<file path="src/design/rde_pkg.sv">
`timescale 1ns / 1ps
// ----------------------------------------------------------------------------
// rde_pkg: shared types, constants and helpers for the radix digit emitter
// Holds field widths, register indexes, reset values, alphabet lookup and
// the alphabet validity check.
// ----------------------------------------------------------------------------
package rde_pkg;

   localparam int VALUE_W    = 64;
   localparam int RADIX_W    = 5;
   localparam int ALPHA_W    = 64;
   localparam int CHAR_W     = 8;
   localparam int DIGIT_W    = 4;
   localparam int MAX_RADIX  = 16;
   localparam int MAX_DIGITS = 64;
   localparam int IDX_W      = $clog2(MAX_DIGITS);
   localparam int CNT_W      = IDX_W + 1;
   localparam int CSR_IDX_W  = 2;

   // Dividend bits consumed per divider cycle, and divider cycles per digit.
   localparam int DIV_BITS   = 8;
   localparam int DIV_CYCLES = VALUE_W / DIV_BITS;
   localparam int DIV_CNT_W  = $clog2(DIV_CYCLES);

   localparam logic [CHAR_W-1:0]  CHAR_NUL   = 8'd0;
   localparam logic [CHAR_W-1:0]  CHAR_PLUS  = 8'd43;
   localparam logic [CHAR_W-1:0]  CHAR_MINUS = 8'd45;
   localparam logic [RADIX_W-1:0] RADIX_MIN  = 5'd2;
   localparam logic [RADIX_W-1:0] RADIX_MAX  = 5'(MAX_RADIX);

   localparam logic [RADIX_W-1:0] RADIX_RESET    = 5'd10;
   localparam logic [ALPHA_W-1:0] ALPHA_LO_RESET = 64'd3978425819141910832;
   localparam logic [ALPHA_W-1:0] ALPHA_HI_RESET = 64'd14648;

   typedef enum logic [CSR_IDX_W-1:0] {
      CSR_RADIX    = 2'd0,
      CSR_ALPHA_LO = 2'd1,
      CSR_ALPHA_HI = 2'd2
   } csr_index_type;

   // Status from the divider back to the sequencer.
   typedef struct packed {
      logic busy;
      logic done;
   } div_status_type;

   function automatic logic [CHAR_W-1:0] alpha_char(
      input logic [ALPHA_W-1:0] lo,
      input logic [ALPHA_W-1:0] hi,
      input logic [DIGIT_W-1:0] idx
   );
      logic [2:0] sel;
      sel = idx[2:0];
      if (idx[3]) begin
         return hi[sel*CHAR_W +: CHAR_W];
      end
      return lo[sel*CHAR_W +: CHAR_W];
   endfunction

   // Radix in range, and no sign, NUL or repeated character among the
   // characters in use.
   function automatic logic alphabet_ok(
      input logic [RADIX_W-1:0] radix,
      input logic [ALPHA_W-1:0] lo,
      input logic [ALPHA_W-1:0] hi
   );
      logic              ok;
      logic [CHAR_W-1:0] ci;
      ok = (radix >= RADIX_MIN) && (radix <= RADIX_MAX);
      for (int i = 0; i < MAX_RADIX; i++) begin
         ci = alpha_char(lo, hi, DIGIT_W'(i));
         if (RADIX_W'(i) < radix) begin
            if (ci == CHAR_NUL || ci == CHAR_PLUS || ci == CHAR_MINUS) begin
               ok = 1'b0;
            end
            for (int j = i + 1; j < MAX_RADIX; j++) begin
               if (RADIX_W'(j) < radix && alpha_char(lo, hi, DIGIT_W'(j)) == ci) begin
                  ok = 1'b0;
               end
            end
         end
      end
      return ok;
   endfunction

endpackage

</file>
<file path="src/design/radix_digit_emitter_core.sv">
`timescale 1ns / 1ps
// ----------------------------------------------------------------------------
// radix_digit_emitter_core: unsigned 64-bit value to radix-N digit string
// Divides the value by the configured radix, stores the remainders, then
// emits the mapped digit characters most significant first.
// ----------------------------------------------------------------------------
// One value is taken per beat on the req channel; req_ready is high only
// while the block is idle. The value is divided by the radix repeatedly in
// one shared divider that retires eight dividend bits per cycle; after each
// divide the remainder is stored and the divider restarts on the quotient.
// The remainders land in a 64-entry digit store; they are then read back
// in reverse and sent as one rsp beat per digit, each beat held until the
// sink takes it (value zero gives one digit; radix 2 can give 64). When
// the radix is out of the 2..16 range, or the characters in use hold a
// '+', '-', a NUL byte or a repeat, the value yields no beats and the
// block returns to idle from the check state. The final beat of each value
// carries rsp_last. Registers are written through csr_*; the user must
// write them only while the block is idle, which the block itself does
// not enforce. An index beyond the register list is dropped.
// ----------------------------------------------------------------------------
module radix_digit_emitter_core
   import rde_pkg::*;
(
   input  logic                 clock,
   input  logic                 reset,

   input  logic                 req_valid,
   output logic                 req_ready,
   input  logic [VALUE_W-1:0]   req_value,

   output logic                 rsp_valid,
   input  logic                 rsp_ready,
   output logic [CHAR_W-1:0]    rsp_character,
   output logic                 rsp_last,

   input  logic                 csr_write_en,
   input  logic [CSR_IDX_W-1:0] csr_index,
   input  logic [ALPHA_W-1:0]   csr_wdata
);

   typedef enum logic [2:0] {
      ST_IDLE,
      ST_CHECK,
      ST_DIVIDE,
      ST_READ,
      ST_LOAD,
      ST_HOLD
   } state_type;

   state_type            state_ff, state_in;

   // Configuration registers.
   logic [RADIX_W-1:0]   radix_ff;
   logic [ALPHA_W-1:0]   alpha_lo_ff;
   logic [ALPHA_W-1:0]   alpha_hi_ff;

   // Sequencer state.
   logic [VALUE_W-1:0]   quotient_ff, quotient_in;
   logic [CNT_W-1:0]     count_ff, count_in;
   logic [IDX_W-1:0]     idx_ff, idx_in;

   // Output register.
   logic                 rsp_valid_ff, rsp_valid_in;
   logic [CHAR_W-1:0]    rsp_char_ff, rsp_char_in;
   logic                 rsp_last_ff, rsp_last_in;

   // Divider and store hookup.
   logic                 div_start;
   logic [VALUE_W-1:0]   div_dividend;
   div_status_type       div_status;
   logic [VALUE_W-1:0]   div_quotient;
   logic [DIGIT_W-1:0]   div_remainder;
   logic                 store_wr_en;
   logic [DIGIT_W-1:0]   store_rd_data;
   logic                 more_digits;

   // ------------------------------------------------------------------
   // Configuration writes: decode the index, drop anything past the list.
   // ------------------------------------------------------------------
   always_ff @(posedge clock) begin
      if (reset) begin
         radix_ff    <= RADIX_RESET;
         alpha_lo_ff <= ALPHA_LO_RESET;
         alpha_hi_ff <= ALPHA_HI_RESET;
      end else if (csr_write_en) begin
         unique case (csr_index)
            CSR_RADIX:    radix_ff    <= csr_wdata[RADIX_W-1:0];
            CSR_ALPHA_LO: alpha_lo_ff <= csr_wdata;
            CSR_ALPHA_HI: alpha_hi_ff <= csr_wdata;
            default:      ;
         endcase
      end
   end

   // Keep dividing while the quotient is nonzero and the store has room.
   assign more_digits = (div_quotient != '0) &&
                        (count_ff != CNT_W'(MAX_DIGITS - 1));

   // ------------------------------------------------------------------
   // Sequencer: check alphabet, divide digit by digit, then emit.
   // ------------------------------------------------------------------
   always_comb begin
      state_in     = state_ff;
      quotient_in  = quotient_ff;
      count_in     = count_ff;
      idx_in       = idx_ff;
      rsp_valid_in = rsp_valid_ff;
      rsp_char_in  = rsp_char_ff;
      rsp_last_in  = rsp_last_ff;
      div_start    = 1'b0;
      div_dividend = div_quotient;
      store_wr_en  = 1'b0;

      unique case (state_ff)
         ST_IDLE: begin
            if (req_valid) begin
               quotient_in = req_value;
               count_in    = '0;
               state_in    = ST_CHECK;
            end
         end
         ST_CHECK: begin
            // Bad alphabet: drop the value without a beat.
            if (alphabet_ok(radix_ff, alpha_lo_ff, alpha_hi_ff)) begin
               div_start    = 1'b1;
               div_dividend = quotient_ff;
               state_in     = ST_DIVIDE;
            end else begin
               state_in = ST_IDLE;
            end
         end
         ST_DIVIDE: begin
            if (div_status.done) begin
               store_wr_en = 1'b1;
               quotient_in = div_quotient;
               count_in    = count_ff + 1'b1;
               if (more_digits) begin
                  div_start = 1'b1;
               end else begin
                  // Most significant digit sits at the last written slot.
                  idx_in   = count_ff[IDX_W-1:0];
                  state_in = ST_READ;
               end
            end
         end
         ST_READ: begin
            // Store samples idx_ff at the end of this cycle.
            state_in = ST_LOAD;
         end
         ST_LOAD: begin
            rsp_valid_in = 1'b1;
            rsp_char_in  = alpha_char(alpha_lo_ff, alpha_hi_ff, store_rd_data);
            rsp_last_in  = (idx_ff == '0);
            state_in     = ST_HOLD;
         end
         ST_HOLD: begin
            // Hold the beat until taken, then advance to the next digit.
            if (rsp_ready) begin
               rsp_valid_in = 1'b0;
               if (rsp_last_ff) begin
                  state_in = ST_IDLE;
               end else begin
                  idx_in   = idx_ff - 1'b1;
                  state_in = ST_READ;
               end
            end
         end
         default: begin
            state_in = ST_IDLE;
         end
      endcase
   end

   always_ff @(posedge clock) begin
      if (reset) begin
         state_ff     <= ST_IDLE;
         quotient_ff  <= '0;
         count_ff     <= '0;
         idx_ff       <= '0;
         rsp_valid_ff <= 1'b0;
      end else begin
         state_ff     <= state_in;
         quotient_ff  <= quotient_in;
         count_ff     <= count_in;
         idx_ff       <= idx_in;
         rsp_valid_ff <= rsp_valid_in;
      end
      rsp_char_ff <= rsp_char_in;
      rsp_last_ff <= rsp_last_in;
   end

   rde_div_unit u_div (
      .clock     (clock),
      .reset     (reset),
      .start     (div_start),
      .dividend  (div_dividend),
      .divisor   (radix_ff),
      .status    (div_status),
      .quotient  (div_quotient),
      .remainder (div_remainder)
   );

   rde_digit_store u_store (
      .clock   (clock),
      .wr_en   (store_wr_en),
      .wr_addr (count_ff[IDX_W-1:0]),
      .wr_data (div_remainder),
      .rd_addr (idx_ff),
      .rd_data (store_rd_data)
   );

   assign req_ready     = (state_ff == ST_IDLE);
   assign rsp_valid     = rsp_valid_ff;
   assign rsp_character = rsp_char_ff;
   assign rsp_last      = rsp_last_ff;

endmodule

</file>
<file path="src/design/rde_div_unit.sv">
`timescale 1ns / 1ps
// ----------------------------------------------------------------------------
// rde_div_unit: shared iterative divider by a small radix
// Restoring division of a 64-bit value by a 5-bit divisor, eight quotient
// bits per cycle; quotient and remainder are valid while done is high.
// ----------------------------------------------------------------------------
module rde_div_unit
   import rde_pkg::*;
(
   input  logic                 clock,
   input  logic                 reset,
   input  logic                 start,
   input  logic [VALUE_W-1:0]   dividend,
   input  logic [RADIX_W-1:0]   divisor,
   output div_status_type       status,
   output logic [VALUE_W-1:0]   quotient,
   output logic [DIGIT_W-1:0]   remainder
);

   logic [VALUE_W-1:0]   shift_ff, shift_in;
   logic [DIGIT_W-1:0]   rem_ff, rem_in;
   logic [RADIX_W-1:0]   divisor_ff;
   logic [DIV_CNT_W-1:0] cnt_ff;
   logic                 busy_ff;
   logic                 done_ff;
   logic [RADIX_W-1:0]   part;

   // Eight dependent compare/subtract steps on a 5-bit partial remainder.
   always_comb begin
      shift_in = shift_ff;
      rem_in   = rem_ff;
      part     = '0;
      for (int b = 0; b < DIV_BITS; b++) begin
         part     = {rem_in, shift_in[VALUE_W-1]};
         shift_in = {shift_in[VALUE_W-2:0], 1'b0};
         if (part >= divisor_ff) begin
            part        = part - divisor_ff;
            shift_in[0] = 1'b1;
         end
         rem_in = part[DIGIT_W-1:0];
      end
   end

   always_ff @(posedge clock) begin
      if (reset) begin
         busy_ff <= 1'b0;
         done_ff <= 1'b0;
         cnt_ff  <= '0;
      end else begin
         done_ff <= 1'b0;
         if (start) begin
            shift_ff   <= dividend;
            rem_ff     <= '0;
            divisor_ff <= divisor;
            cnt_ff     <= '0;
            busy_ff    <= 1'b1;
         end else if (busy_ff) begin
            shift_ff <= shift_in;
            rem_ff   <= rem_in;
            cnt_ff   <= cnt_ff + 1'b1;
            if (cnt_ff == DIV_CNT_W'(DIV_CYCLES - 1)) begin
               busy_ff <= 1'b0;
               done_ff <= 1'b1;
            end
         end
      end
   end

   assign status.busy = busy_ff;
   assign status.done = done_ff;
   assign quotient    = shift_ff;
   assign remainder   = rem_ff;

endmodule

</file>
<file path="src/design/rde_digit_store.sv">
`timescale 1ns / 1ps
// ----------------------------------------------------------------------------
// rde_digit_store: remainder memory
// 64 x 4-bit store, one write port, one read port with registered data.
// ----------------------------------------------------------------------------
module rde_digit_store
   import rde_pkg::*;
(
   input  logic               clock,
   input  logic               wr_en,
   input  logic [IDX_W-1:0]   wr_addr,
   input  logic [DIGIT_W-1:0] wr_data,
   input  logic [IDX_W-1:0]   rd_addr,
   output logic [DIGIT_W-1:0] rd_data
);

   logic [DIGIT_W-1:0] mem [MAX_DIGITS];
   logic [DIGIT_W-1:0] rd_data_ff;

   always_ff @(posedge clock) begin
      if (wr_en) begin
         mem[wr_addr] <= wr_data;
      end
      rd_data_ff <= mem[rd_addr];
   end

   assign rd_data = rd_data_ff;

endmodule

</file>
<file path="config.mk">
export PLATFORM = sky130hd
export DESIGN_NAME = radix_digit_emitter_core
export DESIGN_NICKNAME = d
export VERILOG_FILES = /design/src/design/rde_pkg.sv /design/src/design/radix_digit_emitter_core.sv /design/src/design/rde_div_unit.sv /design/src/design/rde_digit_store.sv
export SDC_FILE = /design/constraint.sdc
export NUM_CORES = 2
export LEC_CHECK = 0
export BUFFER_PORTS_ARGS = -buffer_cell sky130_fd_sc_hd__clkbuf_2
export CAP_MARGIN = 20
export CORE_MARGIN = 1.5
export CORE_UTILIZATION = 57
export CTS_CLUSTER_SIZE = 25
export DETAILED_ROUTE_END_ITERATION = 7
export HOLD_SLACK_MARGIN = 0.1
export PLACE_DENSITY = 0.76
export SLEW_MARGIN = 0
export SYNTH_ARGS = -nofsm -noshare
export SYNTH_HDL_FRONTEND = slang
export SYNTH_SLANG_ARGS = --single-unit
export TNS_END_PERCENT = 50
</file>
<file path="constraint.sdc">
create_clock -name clock -period 11.4 [get_ports clock]
set_input_delay 1.14 -clock clock [delete_from_list [all_inputs] [get_ports clock]]
set_output_delay 1.14 -clock clock [all_outputs]
set_load 0.01 [all_outputs]
</file>
Word-level counts from Yosys, hierarchy flattened
Memories as Yosys holds them, arrays and structs flattened. A register that Yosys moved wholly into a read port is not among the register bits. Index checks and enable logic that the tools add are counted.

Equality and inequality tests: 168. Order comparisons: 26. Reduce and logical (&&, ||, !) cells: 190. Add/sub/neg operators: 11. Bitwise gates (word level): 2. Shifts and indexed selects: 2. Mux-type cells: 539.

Operator list (count): 8-bit two-way mux (294); 8-bit equality test (120); 64-bit two-way mux (6); 8-bit by 6-bit equality test with 1-bit output (second input constant) (32); 1-bit two-way mux (212); 8-bit logical NOT (16); 64-bit one-hot mux with 2 select lines (1); 64-bit by 7-bit variable part select with 8-bit output (2); 1-bit logical AND (122); 64-bit nonzero test (1); 5-bit >= comparator (8); 4-bit by 5-bit < comparator with 1-bit output (first input constant) (8); 4-bit two-way mux (9); 1-bit logical OR (32); 4-bit subtractor (8); 6-bit two-way mux (4); 3-bit by 5-bit < comparator with 1-bit output (first input constant) (4); 3-bit one-hot mux with 6 select lines (1); 7-bit two-way mux (2); 7-bit one-hot mux with 2 select lines (1); 3-bit two-way mux (4); 6-bit one-hot mux with 2 select lines (1); 2-bit AND reduction (6); 1-bit by 5-bit < comparator with 1-bit output (first input constant) (2); other kinds (26) (42).

Memories kept: 1. Output and inout port bits: 11. Word-level logic and storage cells: 955. Register bits after elaboration: 301. Input bits: 135. Memory bits (writable): 256.

Memories: u_store.mem (depth 64, width 4, read ports 1, clocked after memory_dff 1, write ports 1, line rde_digit_store.sv:17) `logic [DIGIT_W-1:0] mem [MAX_DIGITS];`.

Logic depth before layout (Yosys ltp)
Depth in word-level cells: 166. Mapped depth: 64. Depth with buffers taken out: 61.

Hierarchy
A second synthesis with hierarchy kept.

Cells, all modules: 3789. Area, all modules: 38770.9 um2.

By module, submodules not included: radix_digit_emitter_core (area an instance 23525.1 um2, seq. area each 4554.4 um2, cells each 2881, instances 1); rde_digit_store (area an instance 10356.2 um2, seq. area each 7767.4 um2, cells each 529, instances 1); rde_div_unit (area an instance 4889.7 um2, seq. area each 2292.2 um2, cells each 379, instances 1).

Least setup slack after synthesis
No wires, ideal clock.

Kind: register to register. Start: register u_div.rem_ff[0], in the netlist u_div.remainder[0]. End: register u_div.shift_ff[0], in the netlist u_div.quotient[0] (data pin). Data arrival time: 12183 ps. Cell stages (with the launch flop): 62. Setup time: 260 ps. Clock period less this slack: 12443 ps. Path buffers: 3. Data required time: 11140 ps. Path slack: -1043 ps. Cells stage by stage: edfxtp_1 > ha_1 > nor2b_1 > o21ai_0 > nand3b_1 > a21o_1 > a21o_1 > clkbuf_1 > mux2i_1 > ha_1 > nor2b_1 > o21ai_0 > nand3b_1 > a21o_1 > a21o_1 > mux2i_1 > ha_1 > nor2b_1 > (+26 left out) > nand2b_1 > mux2i_1 > ha_1 > nor2b_1 > o21ai_0 > nand3b_1 > a21o_1 > a21o_1 > o21ai_0 > inv_1 > ha_1 > a21o_1 > a21oi_1 > a21boi_0 > o21ai_0 > nand2b_1 > buf_1 > mux2_2.

Cells in the longest elaborated chain, start to end: 18. Elaborated cells between the ends (all ways): 25. Those cells by class: add/sub (7); order compare (8); mux (10).

RTL lines: start, declared (line rde_div_unit.sv:21) `logic [DIGIT_W-1:0] rem_ff, rem_in;`; start signal, assigned (line rde_div_unit.sv:59) `rem_ff <= rem_in;`; 4-bit subtractor / 5-bit >= comparator (equally long branches) (line rde_div_unit.sv:37, rde_div_unit.sv:36); 4-bit two-way mux (*) (line rde_div_unit.sv:36) `if (part >= divisor_ff) begin`; 4-bit subtractor / 5-bit >= comparator (equally long branches) (line rde_div_unit.sv:37, rde_div_unit.sv:36); 4-bit two-way mux (*) (line rde_div_unit.sv:36); 4-bit subtractor / 5-bit >= comparator (equally long branches) (line rde_div_unit.sv:37, rde_div_unit.sv:36); 4-bit two-way mux (*) (line rde_div_unit.sv:36); 5-bit >= comparator / 4-bit subtractor (equally long branches) (line rde_div_unit.sv:36, rde_div_unit.sv:37); 4-bit two-way mux (*) (line rde_div_unit.sv:36); (+2 left out); 4-bit subtractor / 5-bit >= comparator (equally long branches) (line rde_div_unit.sv:37, rde_div_unit.sv:36); 4-bit two-way mux (*) (line rde_div_unit.sv:36); 4-bit subtractor / 5-bit >= comparator (equally long branches) (line rde_div_unit.sv:37, rde_div_unit.sv:36); 4-bit two-way mux (*) (line rde_div_unit.sv:36); 5-bit >= comparator (*) (line rde_div_unit.sv:36); 1-bit two-way mux (*) (line rde_div_unit.sv:36); 64-bit two-way mux (*) (line rde_div_unit.sv:57) `end else if (busy_ff) begin`; 64-bit two-way mux (*) (line rde_div_unit.sv:51) `if (start) begin`; end signal, assigned (line rde_div_unit.sv:52) `shift_ff <= dividend;`; end signal, assigned (line rde_div_unit.sv:58) `shift_ff <= shift_in;`; end, declared (line rde_div_unit.sv:20) `logic [VALUE_W-1:0] shift_ff, shift_in;`.

Every way passes the cells marked *; elsewhere a longest branch is shown, timed or not. The select of a mux whose other input is x is not followed. A chain may end at the register's enable or synchronous reset.

Worst setup path after layout
Ends and elaborated chain as after synthesis.

==> run_summary.xml <==
<?xml version="1.0" encoding="UTF-8"?>
<metrics>
  <group name="die">
    <metric name="design.die.area" unit="um2">67600</metric>
    <metric name="die_height" unit="um">260</metric>
    <metric name="die-width" unit="um">260</metric>
    <metric name="std_cell_rows" unit="">94</metric>
    <metric name="initial_utilization" unit="%">57.4</metric>
    <metric name="number_of_placed_i_o_pins" unit="">146</metric>
    <metric name="core-area" unit="um2">65600</metric>
  </group>
  <group name="synth">
    <metric name="yosysWarningCount" unit="">0</metric>
    <metric name="synth_top_cell_by_area" unit="">edfxtp_1</metric>
    <metric name="synthTopCellsByArea" unit="">edfxtp_1 27%, xor2_1 13%, dfxtp_1 12%</metric>
    <metric name="syn_nets" unit="">3918</metric>
    <metric name="synth-edff-count" unit="">338</metric>
    <metric name="synth_largest_type_area_fraction" unit="%">26.9</metric>
    <metric name="synth.avg_cell_area" unit="um2">10.1</metric>
    <metric name="mapped_cell_area" unit="um2">37700</metric>
    <metric name="synth_cells" unit="">3730</metric>
    <metric name="yosys_most_used_dff" unit="">edfxtp_1</metric>
    <metric name="postSynth.asyncResetShare" unit="%">0</metric>
    <metric name="ys_ff_latch" unit="">561</metric>
    <metric name="synthMostInstantiatedCell" unit="">xor2_1</metric>
    <metric name="yosys-top-cells-count" unit="">567 x xor2_1, 429 x xnor2_1, 418 x nand2_1, 338 x edfxtp_1, 250 x buf_2</metric>
    <metric name="ys_seq_area_share" unit="%">38.8</metric>
    <metric name="yosysUniqueCellTypes" unit="">66</metric>
  </group>
  <group name="pwr">
    <metric name="ir_drop" unit="mV">0.583</metric>
    <metric name="p_switching" unit="mW">3.19</metric>
    <metric name="p_int" unit="mW">5.77</metric>
    <metric name="seq_power_share" unit="%">28.9</metric>
    <metric name="portion_of_total_power_attributed_to_the_clock_network" unit="%">20.9</metric>
    <metric name="finalPower" unit="mW">8.96</metric>
    <metric name="p_comb_share" unit="%">50.3</metric>
    <metric name="switching_share" unit="%">35.7</metric>
    <metric name="power.density" unit="nW/um2">219</metric>
    <metric name="power.leakage" unit="nW">15.3</metric>
  </group>
  <group name="grt">
    <metric name="pin_count_of_the_biggest_net_entering_global_routing" unit="">84</metric>
    <metric name="grt_antenna_before_repair" unit="">4</metric>
    <metric name="grt_remaining_overflow" unit="">0</metric>
    <metric name="groute.usage.overall" unit="%">35.4</metric>
    <metric name="grt_pass1_wl" unit="mm">182</metric>
    <metric name="grt_pass1_vias" unit="">29500</metric>
  </group>
  <group name="sta">
    <metric name="finalHoldViolations" unit="">0</metric>
    <metric name="setup_ws" unit="ns">0.447</metric>
    <metric name="post_route_clock_period_utilization" unit="%">96.1</metric>
    <metric name="timing.clock.skew" unit="ns">0.0771</metric>
    <metric name="maxSlewHeadroom" unit="%">29.3</metric>
    <metric name="tightest_slew" unit="ns">1.06</metric>
    <metric name="holdWs" unit="ns">0.455</metric>
    <metric name="setup_viol_count_final" unit="">0</metric>
    <metric name="max_freq" unit="MHz">91.3</metric>
    <metric name="slew_viol_final" unit="">0</metric>
    <metric name="period_minus_slack" unit="ns">10.95</metric>
    <metric name="fin_tns_setup" unit="ns">0</metric>
  </group>
  <group name="clock_network">
    <metric name="cts_sinks" unit="">561</metric>
    <metric name="clock_pin_slew_reported_for_the_worst_setup_and_hold_paths_after_clock_tree_synthesis" unit="ns">0.06</metric>
    <metric name="tritoncts" unit="">yes</metric>
    <metric name="cts_root_buffer" unit="">clkbuf_16</metric>
    <metric name="cts-htree-levels" unit="">2</metric>
    <metric name="cts_max_path_buffers" unit="">3</metric>
    <metric name="cts_made_buffers" unit="">55</metric>
    <metric name="clkLatencyLatePin" unit="ns">0.66</metric>
  </group>
  <group name="placed_design">
    <metric name="port_buffers" unit="">145</metric>
    <metric name="worst_setup_slack_post_dpl" unit="ns">-0.133</metric>
    <metric name="detailed_place_hpwl" unit="mm">73.8</metric>
    <metric name="routabilityCongestion" unit="">1.07</metric>
    <metric name="postPlaceCellArea" unit="um2">38900</metric>
  </group>
  <group name="detailed_routing">
    <metric name="ant_nets" unit="">0</metric>
    <metric name="post_detailed_route_wirelength_per_cell" unit="um">26.2</metric>
    <metric name="first_iter_violations" unit="">4183</metric>
    <metric name="detail_route.wirelength" unit="mm">121</metric>
    <metric name="detail_route.first_pass.iterations" unit="">6</metric>
    <metric name="post_drt_via_cell_ratio" unit="">6.60</metric>
    <metric name="route.vias.total" unit="">30400</metric>
    <metric name="post-route-drc-count" unit="">0</metric>
  </group>
  <group name="critical_path">
    <metric name="worstPathMaxFanout" unit="">8</metric>
    <metric name="max_stage_delay" unit="ns">0.44</metric>
    <metric name="critical_path.startpoint_type" unit="">register</metric>
    <metric name="worstSetupPathType" unit="">reg -&gt; reg</metric>
    <metric name="cp.arrival" unit="ns">11.36</metric>
    <metric name="timing.critical_path.to_type" unit="">register</metric>
    <metric name="critical_path_required" unit="ns">11.81</metric>
    <metric name="slowest_stage" unit="">edfxtp_1</metric>
  </group>
  <group name="hold_path">
    <metric name="hold_class" unit="">reg -&gt; reg</metric>
  </group>
  <group name="final_layout">
    <metric name="register_area" unit="um2">14600</metric>
    <metric name="post_route_cells_drive_above_1_share" unit="%">17.1</metric>
    <metric name="fillerInstances" unit="">5266</metric>
    <metric name="syn_to_final_growth" unit="%">8.83</metric>
    <metric name="final_area" unit="um2">41000</metric>
    <metric name="multiInputGateArea" unit="um2">21200</metric>
    <metric name="num-nets-final" unit="">3887</metric>
  </group>
  <group name="flow_run">
    <metric name="max_capacitance_violation_count" unit="">0</metric>
  </group>
  <group name="run_status">
    <metric name="outcome" unit="">finished clean</metric>
  </group>
</metrics>
==> state kept, by name (all words and copies together), names as in the netlist, 3 cells and up <==
register          count
quotient_ff          64
u_div.remainder       4
idx_ff                6
rsp_character         8
u_store.rd_data       4
u_div.cnt_ff          3
u_store.mem         256
alpha_lo_ff          64
u_div.quotient       64
state_ff              3
u_div.divisor_ff      5
count_ff              7
radix_ff              5
alpha_hi_ff          64
==> placed cells by master (no fill, tap or decap), types with 126 or more instances in the layout <==
master,netlist,layout
a21oi_1,128,126
buf_4,5,167
clkbuf_2,0,144
dfxtp_1,223,220
edfxtp_1,338,338
nand2_1,418,417
nor2_1,170,170
nor4_1,149,149
xnor2_1,429,429
xor2_1,567,567
==> metal layers <==
metal  up-vias  wire (um)  GRT usage, %
li1      13000          -             -
met1     14700      42800          44.2
met2      2141      55700          56.3
met3       611      14200          8.48
met4         6       8280          20.2
met5         -         44             0
==> repair_timing <==
item,4_1_cts,5_1_grt
setup endpoints to repair,5,5
pin swaps,0,16
gates resized for setup,0,18
hold buffers,0,0
buffers inserted,3,6
==> worst max-delay path, delay by kind of cell (launching register included) <==
family          cells  cell delay, ns
mux                 6            1.36
compound gates     27            4.52
buf+inv             2            0.14
simple gates       15            1.95
flops               1            0.44
fa+ha+maj           8            2.26
==> layout make-up <==
type / instances / share of cell area (%)
multi-input combinational: 2732 / 51.8
sequential: 561 / 35.7
timing repair buffer: 316 / 5.03
clock buffer: 80 / 3.88
tap: 864 / 2.64
clock inverter: 24 / 0.699
inverter: 33 / 0.302
antenna: 2 / 0.0122
==> kinds of logic after synthesis <==
logic type / after synthesis / share of synthesized area, %
AOI/OAI and AO/OA: 341 / 6.00
xor gates and xnor gates: 996 / 23.2
adders and majority gates: 53 / 1.92
buffers and inverters: 437 / 5.33
DFF: 561 / 38.8
muxes: 220 / 10.2
and+or+nand+nor: 1122 / 14.6
==> power groups by stage <==
stage / sequential, mW / clock (mW) / combinational (mW)
detailed placement: 2.63 / 0 / 4.01
global placement: 2.63 / 0 / 3.89
finish: 2.59 / 1.87 / 4.51
floorplan: 2.67 / 0 / 3.36
CTS: 2.58 / 1.88 / 4.08
global route: 2.59 / 1.96 / 4.93
==> worst paths after layout <==
path,from,to,slack [ns],cells past startpoint
min,alpha_hi_ff[2],alpha_hi_ff[2],0.46,2
max,u_div.remainder[0],u_div.quotient[0],0.45,58
min reg2reg,alpha_hi_ff[2],alpha_hi_ff[2],0.46,2
max reg2reg,u_div.remainder[0],u_div.quotient[0],0.45,58
==> metrics by stage <==
step                      cells  utilization, %
after floorplan            3730               -
after global placement     4493            59.3
after detailed placement   4494            59.3
after CTS                  4601            62.2
after global routing       4610            62.5
final                      4612            62.5
(Power assumes the default switching activity.)
